--- config.mk ---
export PLATFORM = sky130hd
export DESIGN_NAME = peer_session_table_core
export DESIGN_NICKNAME = d
export VERILOG_FILES = /design/src/rtl/psess_pkg.sv /design/src/rtl/psess_ram.sv /design/src/rtl/peer_session_table_core.sv
export SDC_FILE = /design/constraint.sdc
export NUM_CORES = 2
export LEC_CHECK = 0
export BUFFER_PORTS_ARGS = -buffer_cell sky130_fd_sc_hd__buf_2
export CORE_MARGIN = 2
export CORE_UTILIZATION = 30
export CTS_CLUSTER_DIAMETER = 200
export DETAILED_ROUTE_END_ITERATION = 8
export SYNTH_ARGS = -nofsm -noshare
export SYNTH_HDL_FRONTEND = slang
export SYNTH_SLANG_ARGS = --single-unit
--- constraint.sdc ---
create_clock -name clk_i -period 20.6 [get_ports clk_i]
set_input_delay 0 -clock clk_i [delete_from_list [all_inputs] [get_ports clk_i]]
set_output_delay 0 -clock clk_i [all_outputs]
set_load 0.01 [all_outputs]
--- src/rtl/psess_pkg.sv ---
// Shared types and constants for the peer session table.
package psess_pkg;

  localparam int unsigned PEER_SLOTS = 16;
  localparam int unsigned SLOT_IDX_W = (PEER_SLOTS > 1) ? $clog2(PEER_SLOTS) : 1;
  localparam int unsigned MASK_W     = 16;

  localparam logic [31:0] TIMEOUT_RESET = 32'd10000;

  // Event kinds carried in the op field; other codes behave as a tick.
  localparam logic [2:0] OP_CONNECT    = 3'd0;
  localparam logic [2:0] OP_HEARTBEAT  = 3'd1;
  localparam logic [2:0] OP_DISCONNECT = 3'd2;
  localparam logic [2:0] OP_DATA       = 3'd3;
  localparam logic [2:0] OP_TICK       = 3'd4;

  // Result status codes.
  localparam logic [1:0] ST_OK      = 2'd0;
  localparam logic [1:0] ST_DUP     = 2'd1;
  localparam logic [1:0] ST_FULL    = 2'd2;
  localparam logic [1:0] ST_UNKNOWN = 2'd3;

  localparam logic [4:0] NO_PEER = 5'h1F;

  typedef enum logic [1:0] {
    S_IDLE,
    S_SCAN,
    S_LAST,
    S_FINISH
  } seq_state_e;

  // One slot entry as stored in the table memory.
  typedef struct packed {
    logic [31:0] ip;
    logic [15:0] port;
    logic [31:0] last_heard;
  } slot_ent_t;

endpackage

--- src/rtl/psess_ram.sv ---
// Generic single-write, single-read synchronous RAM with a registered read port.
module psess_ram #(
  parameter int unsigned WIDTH = 8,
  parameter int unsigned DEPTH = 16,
  parameter int unsigned AW    = (DEPTH > 1) ? $clog2(DEPTH) : 1
) (
  input  logic             clk_i,
  input  logic             we_i,
  input  logic [AW-1:0]    waddr_i,
  input  logic [WIDTH-1:0] wdata_i,
  input  logic             re_i,
  input  logic [AW-1:0]    raddr_i,
  output logic [WIDTH-1:0] rdata_o
);

  logic [WIDTH-1:0] mem_q [DEPTH];
  logic [WIDTH-1:0] rdata_q;

  always_ff @(posedge clk_i) begin
    if (we_i) begin
      mem_q[waddr_i] <= wdata_i;
    end
    if (re_i) begin
      rdata_q <= mem_q[raddr_i];
    end
  end

  assign rdata_o = rdata_q;

endmodule

--- src/rtl/peer_session_table_core.sv ---
// Top level of the peer session table: event sequencer around the slot memory.
//
// Usage: each input transaction on in_valid_i/in_ready_o carries one classified
// event (connect, heartbeat, disconnect, data or tick) with the current time in
// milliseconds. Every event produces exactly one output transaction on
// out_valid_o/out_ready_i carrying peer_id, status, send_ack, the accepted length
// and the mask of slots dropped by the idle timeout.
// Slot keys and timestamps live in a single synchronous RAM with a registered
// read port; the valid bits are flip-flops. An event walks all PEER_SLOTS
// entries, one read per cycle, matching the key, picking the lowest free slot
// and aging every valid slot in the same pass. S_LAST then drains the read
// pipeline and S_FINISH writes back the claimed or refreshed entry and loads the
// result register; a new event is only accepted once the sequencer is idle again.
// The result register decouples the two sides: the next event is accepted while
// a result still waits; it holds in its final step until the result is taken.
// Reset clears all valid bits and restores the timeout to 10000 ms; the memory
// itself needs no clearing since an entry is only used while its slot is valid.
// The timeout register is written through cfg_we_i/cfg_wdata_i. The user must
// write it only while idle; the block itself does not enforce this.
module peer_session_table_core
  import psess_pkg::*;
(
  input  logic              clk_i,
  input  logic              rst_ni,
  input  logic              cfg_we_i,
  input  logic [31:0]       cfg_wdata_i,
  input  logic              in_valid_i,
  output logic              in_ready_o,
  input  logic [2:0]        op_i,
  input  logic [31:0]       src_ip_i,
  input  logic [15:0]       src_port_i,
  input  logic [15:0]       dgram_len_i,
  input  logic [31:0]       now_ms_i,
  output logic              out_valid_o,
  input  logic              out_ready_i,
  output logic signed [4:0] peer_id_o,
  output logic [1:0]        status_o,
  output logic              send_ack_o,
  output logic [15:0]       rx_len_o,
  output logic [15:0]       expired_mask_o
);

  // Slot index to the 5-bit peer id; higher slot numbers alias by truncation.
  function automatic logic [4:0] slot_to_pid(input logic [SLOT_IDX_W-1:0] s);
    logic [SLOT_IDX_W+4:0] w;
    w = {5'b0, s};
    return w[4:0];
  endfunction

  seq_state_e state_q, state_d;

  logic [31:0] timeout_q;

  // Latched event.
  logic [2:0]  op_q;
  logic [31:0] ip_q;
  logic [15:0] port_q;
  logic [15:0] plen_q;
  logic [31:0] now_q;

  // Scan bookkeeping.
  logic [SLOT_IDX_W-1:0] cnt_q;
  logic                  cmp_vld_q;
  logic [SLOT_IDX_W-1:0] cmp_idx_q;
  logic                  found_q;
  logic [SLOT_IDX_W-1:0] match_idx_q;
  logic                  free_found_q;
  logic [SLOT_IDX_W-1:0] free_idx_q;
  logic [MASK_W-1:0]     mask_q;
  logic [PEER_SLOTS-1:0] valid_q;

  // Result register.
  logic        out_valid_q;
  logic [4:0]  pid_q;
  logic [1:0]  status_q;
  logic        ack_q;
  logic [15:0] dlen_q;
  logic [15:0] emask_q;

  // Sequencer outputs.
  logic in_accept;
  logic rd_en;
  logic finish_go;

  // Memory interface.
  slot_ent_t             rd_ent;
  logic [$bits(slot_ent_t)-1:0] rd_raw;
  logic                  ram_we;
  logic [SLOT_IDX_W-1:0] ram_waddr;
  slot_ent_t             wr_ent;

  // Compare stage.
  logic                  slot_vld;
  logic                  hit;
  logic [31:0]           age;
  logic                  aged_out;
  logic                  expire;
  logic                  drop;
  logic [SLOT_IDX_W+3:0] cmp_idx_ext;

  // Finish-step result.
  logic [4:0]  res_pid;
  logic [1:0]  res_status;
  logic        res_ack;
  logic [15:0] res_dlen;
  logic        res_claim;

  psess_ram #(
    .WIDTH ($bits(slot_ent_t)),
    .DEPTH (PEER_SLOTS)
  ) u_slot_ram (
    .clk_i   (clk_i),
    .we_i    (ram_we),
    .waddr_i (ram_waddr),
    .wdata_i (wr_ent),
    .re_i    (rd_en),
    .raddr_i (cnt_q),
    .rdata_o (rd_raw)
  );

  assign rd_ent = slot_ent_t'(rd_raw);

  // Next-state logic.
  always_comb begin
    state_d = state_q;
    unique case (state_q)
      S_IDLE: begin
        if (in_valid_i) state_d = S_SCAN;
      end
      S_SCAN: begin
        if (cnt_q == SLOT_IDX_W'(PEER_SLOTS - 1)) state_d = S_LAST;
      end
      S_LAST: begin
        state_d = S_FINISH;
      end
      S_FINISH: begin
        if (!out_valid_q || out_ready_i) state_d = S_IDLE;
      end
      default: state_d = S_IDLE;
    endcase
  end

  // Sequencer outputs.
  always_comb begin
    in_ready_o = 1'b0;
    rd_en      = 1'b0;
    finish_go  = 1'b0;
    unique case (state_q)
      S_IDLE:   in_ready_o = 1'b1;
      S_SCAN:   rd_en      = 1'b1;
      S_LAST:   ;
      S_FINISH: finish_go  = !out_valid_q || out_ready_i;
      default:  ;
    endcase
  end

  assign in_accept = in_valid_i && in_ready_o;

  // Per-slot compare: key match, free search and aging in one pass. A slot that
  // is refreshed or disconnected by this event never ages out, and a slot that
  // a connect claims was free during the pass.
  always_comb begin
    slot_vld    = cmp_vld_q && valid_q[cmp_idx_q];
    hit         = slot_vld && !found_q && rd_ent.ip == ip_q && rd_ent.port == port_q;
    age         = now_q - rd_ent.last_heard;
    aged_out    = slot_vld && (age > timeout_q);
    expire      = aged_out && !(hit && (op_q == OP_HEARTBEAT || op_q == OP_DISCONNECT));
    drop        = expire || (hit && op_q == OP_DISCONNECT);
    cmp_idx_ext = {4'b0, cmp_idx_q};
  end

  // Event resolution and write-back.
  always_comb begin
    res_pid    = NO_PEER;
    res_status = ST_OK;
    res_ack    = 1'b0;
    res_dlen   = 16'd0;
    res_claim  = 1'b0;
    ram_we     = 1'b0;
    ram_waddr  = match_idx_q;
    wr_ent     = '{ip: ip_q, port: port_q, last_heard: now_q};
    unique case (op_q)
      OP_CONNECT: begin
        if (found_q) begin
          res_status = ST_DUP;
        end else if (!free_found_q) begin
          res_status = ST_FULL;
        end else begin
          res_pid   = slot_to_pid(free_idx_q);
          res_ack   = 1'b1;
          res_claim = 1'b1;
          ram_we    = finish_go;
          ram_waddr = free_idx_q;
        end
      end
      OP_HEARTBEAT, OP_DISCONNECT, OP_DATA: begin
        if (!found_q) begin
          res_status = ST_UNKNOWN;
        end else begin
          res_pid = slot_to_pid(match_idx_q);
          if (op_q == OP_HEARTBEAT) ram_we = finish_go;
          if (op_q == OP_DATA) res_dlen = plen_q;
        end
      end
      default: ;
    endcase
  end

  always_ff @(posedge clk_i or negedge rst_ni) begin
    if (!rst_ni) begin
      state_q      <= S_IDLE;
      timeout_q    <= TIMEOUT_RESET;
      cnt_q        <= '0;
      cmp_vld_q    <= 1'b0;
      found_q      <= 1'b0;
      free_found_q <= 1'b0;
      valid_q      <= '0;
      out_valid_q  <= 1'b0;
    end else begin
      state_q   <= state_d;
      cmp_vld_q <= rd_en;
      if (cfg_we_i) timeout_q <= cfg_wdata_i;

      if (in_accept) begin
        cnt_q        <= '0;
        found_q      <= 1'b0;
        free_found_q <= 1'b0;
      end else if (rd_en) begin
        cnt_q <= cnt_q + 1'b1;
      end

      if (cmp_vld_q) begin
        if (hit) found_q <= 1'b1;
        if (!valid_q[cmp_idx_q] && !free_found_q) free_found_q <= 1'b1;
        if (drop) valid_q[cmp_idx_q] <= 1'b0;
      end

      if (finish_go && res_claim) valid_q[free_idx_q] <= 1'b1;

      if (finish_go) begin
        out_valid_q <= 1'b1;
      end else if (out_ready_i) begin
        out_valid_q <= 1'b0;
      end
    end
  end

  // Payload registers.
  always_ff @(posedge clk_i) begin
    if (in_accept) begin
      op_q   <= op_i;
      ip_q   <= src_ip_i;
      port_q <= src_port_i;
      plen_q <= dgram_len_i;
      now_q  <= now_ms_i;
      mask_q <= '0;
    end
    cmp_idx_q <= cnt_q;
    if (cmp_vld_q) begin
      if (hit) match_idx_q <= cmp_idx_q;
      if (!valid_q[cmp_idx_q] && !free_found_q) free_idx_q <= cmp_idx_q;
      if (expire && cmp_idx_ext < (SLOT_IDX_W + 4)'(MASK_W)) mask_q[cmp_idx_ext[3:0]] <= 1'b1;
    end
    if (finish_go) begin
      pid_q    <= res_pid;
      status_q <= res_status;
      ack_q    <= res_ack;
      dlen_q   <= res_dlen;
      emask_q  <= mask_q;
    end
  end

  assign out_valid_o    = out_valid_q;
  assign peer_id_o      = signed'(pid_q);
  assign status_o       = status_q;
  assign send_ack_o     = ack_q;
  assign rx_len_o       = dlen_q;
  assign expired_mask_o = emask_q;

`ifndef NO_ASSERTIONS
  // An acknowledgement only goes out with a claimed slot and an ok status.
  a_ack_claims: assert property (@(posedge clk_i) disable iff (!rst_ni)
    out_valid_o && send_ack_o |-> status_o == ST_OK && peer_id_o != signed'(NO_PEER))
    else $error("ack without a claimed slot");

  // A refused event never names a slot.
  a_refused_no_peer: assert property (@(posedge clk_i) disable iff (!rst_ni)
    out_valid_o && status_o != ST_OK |-> peer_id_o == signed'(NO_PEER) && !send_ack_o)
    else $error("refused event carries a slot");

  // Payload length is passed only for data from a known peer.
  a_dlen_known: assert property (@(posedge clk_i) disable iff (!rst_ni)
    out_valid_o && rx_len_o != 16'd0 |-> status_o == ST_OK && peer_id_o != signed'(NO_PEER))
    else $error("data length for unknown peer");

  // The memory is never written while a scan read is still in flight.
  a_no_write_in_scan: assert property (@(posedge clk_i) disable iff (!rst_ni)
    cmp_vld_q || rd_en |-> !ram_we)
    else $error("table write overlaps scan");
`endif

endmodule

# After elaboration in Yosys (flattened, before gate mapping)
# Memory sizes are Yosys's and may differ from the RTL's. A register that Yosys moved wholly into a read port is not among the register bits.
# Index checks and enable logic that the tools add are counted.
dict set report word_totals {
  inputBits 136
  wordCells 128
  regBits 225
  ramBits 1280
  out_inout_bits 42
  memories 1
}
# memory words width rd rd_ports_with_merged_regs write_ports line_no
set mem_list {}
lappend mem_list {u_slot_ram.mem_q 16 80 1 1 1 psess_ram.sv:16} ;# logic [WIDTH-1:0] mem_q [DEPTH];
dict set report classes {
  magnitude_cmp 6
  n_eq_ne 12
  bitwise 4
  muxes 50
  n_reduce_logical 31
  addsub 2
}
# op n
set ops {}
lappend ops {{$mux W16} 6}
lappend ops {{$eq A32 B32 Y1} 1}
lappend ops {{$gt A32 B32 Y1} 1}
lappend ops {{$or A16 B16 Y16} 2}
lappend ops {{$sub A32 B32 Y32} 1}
lappend ops {{$mux W1} 23}
lappend ops {{$mux W4} 5}
lappend ops {{$and A16 B16 Y16} 1}
lappend ops {{$eq A16 B16 Y1} 1}
lappend ops {{$not A16 Y16} 1}
lappend ops {{$lt A4 B5 Y1 const B} 3}
lappend ops {{$mux W5} 3}
lappend ops {{$logic_and A1 B1 Y1} 14}
lappend ops {{$mux W2} 6}
lappend ops {{$pmux W5 S2} 1}
lappend ops {{$demux W1 S4} 2}
lappend ops {{$ge A4 B1 Y1 const B} 2}
lappend ops {{$pmux W2 S4} 1}
lappend ops {{$eq A3 B2 Y1 const B} 2}
lappend ops {{$ne A2 B2 Y1 const B} 3}
lappend ops {{$reduce_and A3 Y1} 2}
lappend ops {{$logic_not A1 Y1} 5}
lappend ops {{$add A4 B1 Y4 const B} 1}
lappend ops {{$bmux W1 S4} 1}
lappend ops {{12 further kinds} 17}

# Longest topological paths before layout
dict set report depth {
  depth_word 14
  ltp_mapped 20
  mapped_depth_nobuf 19
}

# Cells and area by module
# A second synthesis with hierarchy kept.
dict set report unflattened {
  cells_unflattened 3026
  area_unflattened_um2 61501.5
}
# mod area_per_inst_um2 seq_area_each_um2 n_inst cells_each
set by_module_without_submodules {}
lappend by_module_without_submodules {psess_ram 50223.2 40839.2 1 2054}
lappend by_module_without_submodules {peer_session_table_core 11278.3 6272.3 1 972}

# Least setup slack after synthesis
# No wires, ideal clock.
dict set report synth_path {
  path_kind {register to register}
  from {reg op_q[0]}
  to {mem u_slot_ram.mem_q[15][0] in the netlist's numbering (enable)}
  slack_ns 10.560
  n_path_buf 0
  period_less_slack_ns 10.040
  path_stages_with_launch 7
  required_time_ns 19.885
  setup_time_ns 0.715
  t_arrival_ns 9.325
  cell_sequence {edfxtp_1 -> nor2_1 -> nand3_1 -> inv_1 -> and3_1 -> a31oi_1 -> nor4_1}
}
dict set report synth_between {
  elab_chain_cells 6
  word_cells_on_any_way 11
  cone_classes {3 x eq/ne; 6 x mux; 2 x reduce/logical}
}
# element line_no
set synth_lines {}
lappend synth_lines {{from (decl)} peer_session_table_core.sv:55} ;# logic [2:0] op_q;
lappend synth_lines {{from (signal assigned)} peer_session_table_core.sv:251} ;# op_q <= op_i;
lappend synth_lines {{$eq A3 B1 Y1} {peer_session_table_core.sv:182, peer_session_table_core.sv:201}}
lappend synth_lines {{$mux W1} peer_session_table_core.sv:201} ;# if (op_q == OP_HEARTBEAT) ram_we = finish_go;
lappend synth_lines {{$mux W1} peer_session_table_core.sv:197} ;# if (!found_q) begin
lappend synth_lines {{$pmux W1 S2} peer_session_table_core.sv:182} ;# unique case (op_q)
lappend synth_lines {{$mux W1} psess_ram.sv:20} ;# if (we_i) begin
lappend synth_lines {{$mux W1 (implied by the code)} psess_ram.sv:21} ;# mem_q[waddr_i] <= wdata_i;
lappend synth_lines {{to (decl)} psess_ram.sv:16}
# Several ways; a longest one is shown, not always the timed one.

# Worst setup path after layout
dict set report layout_path {
  from {reg now_q[0]}
  to {reg valid_q[0]}
}
dict set report layout_between {
  elab_chain_cells 9
}
# element line_no
set layout_lines {}
lappend layout_lines {{from (decl)} peer_session_table_core.sv:59} ;# logic [31:0] now_q;
lappend layout_lines {{from (signal assigned)} peer_session_table_core.sv:255} ;# now_q <= now_ms_i;
lappend layout_lines {{$sub A32 B32 Y32 (*)} peer_session_table_core.sv:165} ;# age = now_q - rd_ent.last_heard;
lappend layout_lines {{$gt A32 B32 Y1 (*)} peer_session_table_core.sv:166} ;# aged_out = slot_vld && (age > timeout_q);
lappend layout_lines {{$logic_and A1 B1 Y1 (*)} peer_session_table_core.sv:166}
lappend layout_lines {{$logic_and A1 B1 Y1 (*)} peer_session_table_core.sv:167} ;# expire = aged_out && !(hit && (op_q == OP_HEARTBEAT || op_q == OP_DISCONNECT));
lappend layout_lines {{$logic_or A1 B1 Y1 (*)} peer_session_table_core.sv:168} ;# drop = expire || (hit && op_q == OP_DISCONNECT);
lappend layout_lines {{$mux W16 (*)} peer_session_table_core.sv:235} ;# if (drop) valid_q[cmp_idx_q] <= 1'b0;
lappend layout_lines {{$mux W16 (*)} peer_session_table_core.sv:232} ;# if (cmp_vld_q) begin
lappend layout_lines {{$or A16 B16 Y16 (no source line)} n/a}
lappend layout_lines {{$mux W16 (*)} peer_session_table_core.sv:238} ;# if (finish_go && res_claim) valid_q[free_idx_q] <= 1'b1;
lappend layout_lines {{to (signal assigned)} peer_session_table_core.sv:217} ;# valid_q <= '0;
lappend layout_lines {{to (signal, indexed assignment)} peer_session_table_core.sv:235}
lappend layout_lines {{to (signal, indexed assignment)} peer_session_table_core.sv:238}
lappend layout_lines {{to (decl)} peer_session_table_core.sv:70} ;# logic [PEER_SLOTS-1:0] valid_q;
# Mark *: on every way between the ends. The rest lies on a longest branch, timed or not.
# A chain may end at the register's enable or synchronous reset.

==> impl_metrics.ini <==
[setup_path]
path_max_fanout = 17
cp.arrival_ns = 6.69
cp_slowest_cell = a2111oi_1
endpoint_kind = flip-flop
crit_type = reg -> reg
crit_chain = inv_1 > ha_1 > inv_1 > fa_1 > a21o_1 > and4_1 > o211a_1 > o2111a_1 > o21ai_0 > a211oi_1 > a311o_1 > ha_1 > nand4_1 > nor4_1 > nand4_1 > a31oi_1 > a2111oi_1 > o2bb2ai_2 > a21oi_1
cp-start-kind = flip-flop
cp_slowest_stage_delay_ns = 1.05
crit_required_ns = 21.28

[drt]
drtIter0Drc = 3125
ant_nets = 0
wl_per_cell_um = 24.1
dr_total_vias = 30500
dr.pass1.iters = 5
drcViolationCount = 0
routed_wl_mm = 150
vias_per_cell = 4.88

[power_and_ir_drop]
clkPwrFrac = 0.306
intPower_uw = 6460
switching_share = 0.283
leakagePower_uw = 0.0236
combPwrFrac = 0.239
p_sw_uw = 2540
irDropWorstVdd_mv = 0.0922
seqPwrFrac = 0.456
p_per_area_nw_per_um2 = 122

[synthesis]
synth.largest_area_cell = edfxtp_1
synth_edf_count = 1507
synth.top_cell.area_share = 0.734
netlist_instances = 2876
ys_seq_elements = 1585
synth_async_sr_flop_share = 0.0366
avgSynthCellArea_um2 = 21.4
synth_fp_nets = 3081
seq_area_frac_synth = 0.764
ys_warn_count = 0
synth_area_um2 = 61600
synth-main-ff-cell = edfxtp_1
ys_types = 69
ys_top_cells_by_area = edfxtp_1 73%, mux4_2 15%, dfrtp_1 2.2%

[clock_network]
clock-sinks = 1585
clk_latency_ns = 0.77
cts_made_buffers = 153
cts.reportedPaths.clkPinSlew_ns = 0.07
cts_tree = built
cts_root_buffer = clkbuf_16
clockBufferDepth = 3
htreeDepth = 4

[sta]
min_period_over_period = 0.292
slew_viol_final = 0
clock_skew_ns = 0.0201
setup_viol = 0
min_period_ns = 6.01
slew_headroom = 0.161
finalSetupTns_ns = 0
hold_viol = 0
rsz0062_at_grt = false
tightest_slew_ns = 1.24
fmax_mhz = 166

[global_routing]
grt.total_usage = 0.143
grt_max_degree = 96
antenna_found_initial = 11
grt_first_pass_wirelength_mm = 219
grt_pass1_vias = 31500
grt-ovfl-total = 0

[final_layout]
fillers = 18800
nets = 3634
final_core_util = 0.361
final_area_um2 = 73700
area_delta_synth_final_pct = 19.6
drive_above_1_share = 0.248

[die]
start_util = 0.302
die_h_um = 457
chipWidth_um = 457
rows = 166
core-area_um2 = 204000
die-area_um2 = 209000
io_pins = 178

[run]
drv_cap = 0

[placed_design]
io_buffers = 177
place_congestion = 0.824
post-dp-hpwl_mm = 79.2
placed_cell_area_um2 = 66000

[min_path]
hp-class = in -> reg

[outcome]
status = finished clean
[path summary, 6_finish.rpt]
path / start / end / slack [ns] / cells after the start
max in group asynchronous: rst_ni / cnt_q[3] / 19.41 / 4
worst min register to register: mask_q[1] / expired_mask_o[1] / 0.44 / 0
worst max-delay path: now_q[0] / valid_q[0] / 14.59 / 19
min in group asynchronous: rst_ni / timeout_q[7] / 0.55 / 4
worst max register to register: now_q[0] / valid_q[0] / 14.59 / 19
worst min-delay path: now_ms_i[8] / now_q[8] / 0.03 / 2
[metrics by stage]
| stage | total power [µW] | worst slack (ns) | hold slack, ns | instances |
|---|---|---|---|---|
| after floorplan | 5630 | 10.56 | -0.296 | 2876 |
| after global placement | 6290 | 14.89 | 0.178 | 5680 |
| after detailed placement | 6300 | 14.70 | 0.179 | 5680 |
| after CTS | 9110 | 14.68 | 0.000147 | 6238 |
| after global routing | 9420 | 14.18 | 0.0245 | 6239 |
| final | 9000 | 14.59 | 0.0333 | 6239 |
[worst max-delay path, delay by kind of cell (launching register included)]
kind	cells	cell delay (ns)
simple gates	4	0.63
buf+inv	2	0.19
compound gates	10	3.64
flops	1	0.61
fa+ha+maj	3	0.85
[repair_timing]
item                                   4_1_cts  5_1_grt
resized for setup                            0        0
setup buffers                                0        0
endpoints found under the hold margin      210        0
hold buffers                               282        0
[cells in the mapped netlist (28+ instances only)]
library cell  number
ha_1              68
xnor2_1           38
edfxtp_1        1507
clkbuf_1          82
o21ai_0           59
inv_1             85
mux4_2           404
nand2_1           69
buf_1             29
a21oi_1           43
nor2_1            91
nor2b_1           28
dfrtp_1           53
[area by class of cell]
class | instances | area, µm² | area share
diodes | 1 | 2.50 | 0.0000340
multi-input cells | 1093 | 13900 | 0.189
flip-flops and latches | 1585 | 47100 | 0.640
clock inverters | 82 | 771 | 0.0105
repair buffers | 511 | 4120 | 0.0560
well taps | 2688 | 3360 | 0.0456
inverters | 85 | 324 | 0.00440
clock buffers | 194 | 4080 | 0.0553
[routing by layer]
metal / GRT usage / part of all wire
met2: 0.238 / 0.49
met4: 0.0322 / 0.017
met3: 0.0246 / 0.059
met1: 0.195 / 0.43
met5: 0 / 0.00015
[cells in the final DEF, fill, tap and decap left out, drive strengths merged, types with 20 or more instances in the layout]
master | Yosys | final
clkinv | 0 | 58
mux4 | 404 | 404
clkbuf | 82 | 194
inv | 85 | 91
o21ai | 60 | 60
xnor2 | 38 | 38
nor2b | 28 | 28
a21oi | 52 | 52
nor4 | 21 | 21
ha | 68 | 68
edfxtp | 1507 | 1507
nor2 | 91 | 91
and2 | 20 | 20
xor2 | 20 | 20
dlygate4sd3 | 0 | 282
nand2 | 69 | 69
dfrtp | 53 | 53
a21o | 21 | 21
buf | 31 | 229
nand2b | 20 | 20
dfxtp | 20 | 20
[power by group through the flow]
| stage | logic, µW | clock network, µW | registers (µW) |
|---|---|---|---|
| 3_3_place_gp | 2130 | 0 | 4160 |
| 6_report | 2150 | 2750 | 4100 |
| 5_1_grt | 2340 | 2940 | 4140 |
| 4_1_cts | 2180 | 2820 | 4110 |
| 2_1_floorplan | 1580 | 0 | 4060 |
| 3_5_place_dp | 2130 | 0 | 4170 |
[registers in the layout (all words and copies together), names as in the netlist, 2 cells and up]
| register | flops |
|---|---|
| timeout_q | 32 |
| now_q | 32 |
| rx_len_o | 16 |
| ip_q | 32 |
| cmp_idx_q | 4 |
| free_idx_q | 4 |
| state_q | 2 |
| peer_id_o | 5 |
| match_idx_q | 4 |
| cnt_q | 4 |
| plen_q | 16 |
| u_slot_ram.rdata_o | 80 |
| valid_q | 16 |
| mask_q | 16 |
| status_o | 2 |
| port_q | 16 |
| u_slot_ram.mem_q | 1280 |
| expired_mask_o | 16 |
| op_q | 3 |
[kinds of logic (layout without fill, tap and decap cells)]
| logic type | after synthesis | in the layout | synth area share |
|---|---|---|---|
| mux | 417 | 417 | 0.150 |
| fa+ha+maj | 69 | 69 | 0.0141 |
| compound gates | 214 | 214 | 0.0234 |
| simple gates | 335 | 335 | 0.0278 |
| xor+xnor | 58 | 58 | 0.00824 |
| flops | 1585 | 1585 | 0.764 |
| other cells | 0 | 1 | 0 |
| buf+inv | 198 | 872 | 0.0122 |
Note: power is estimated with default switching activity, not from simulation.
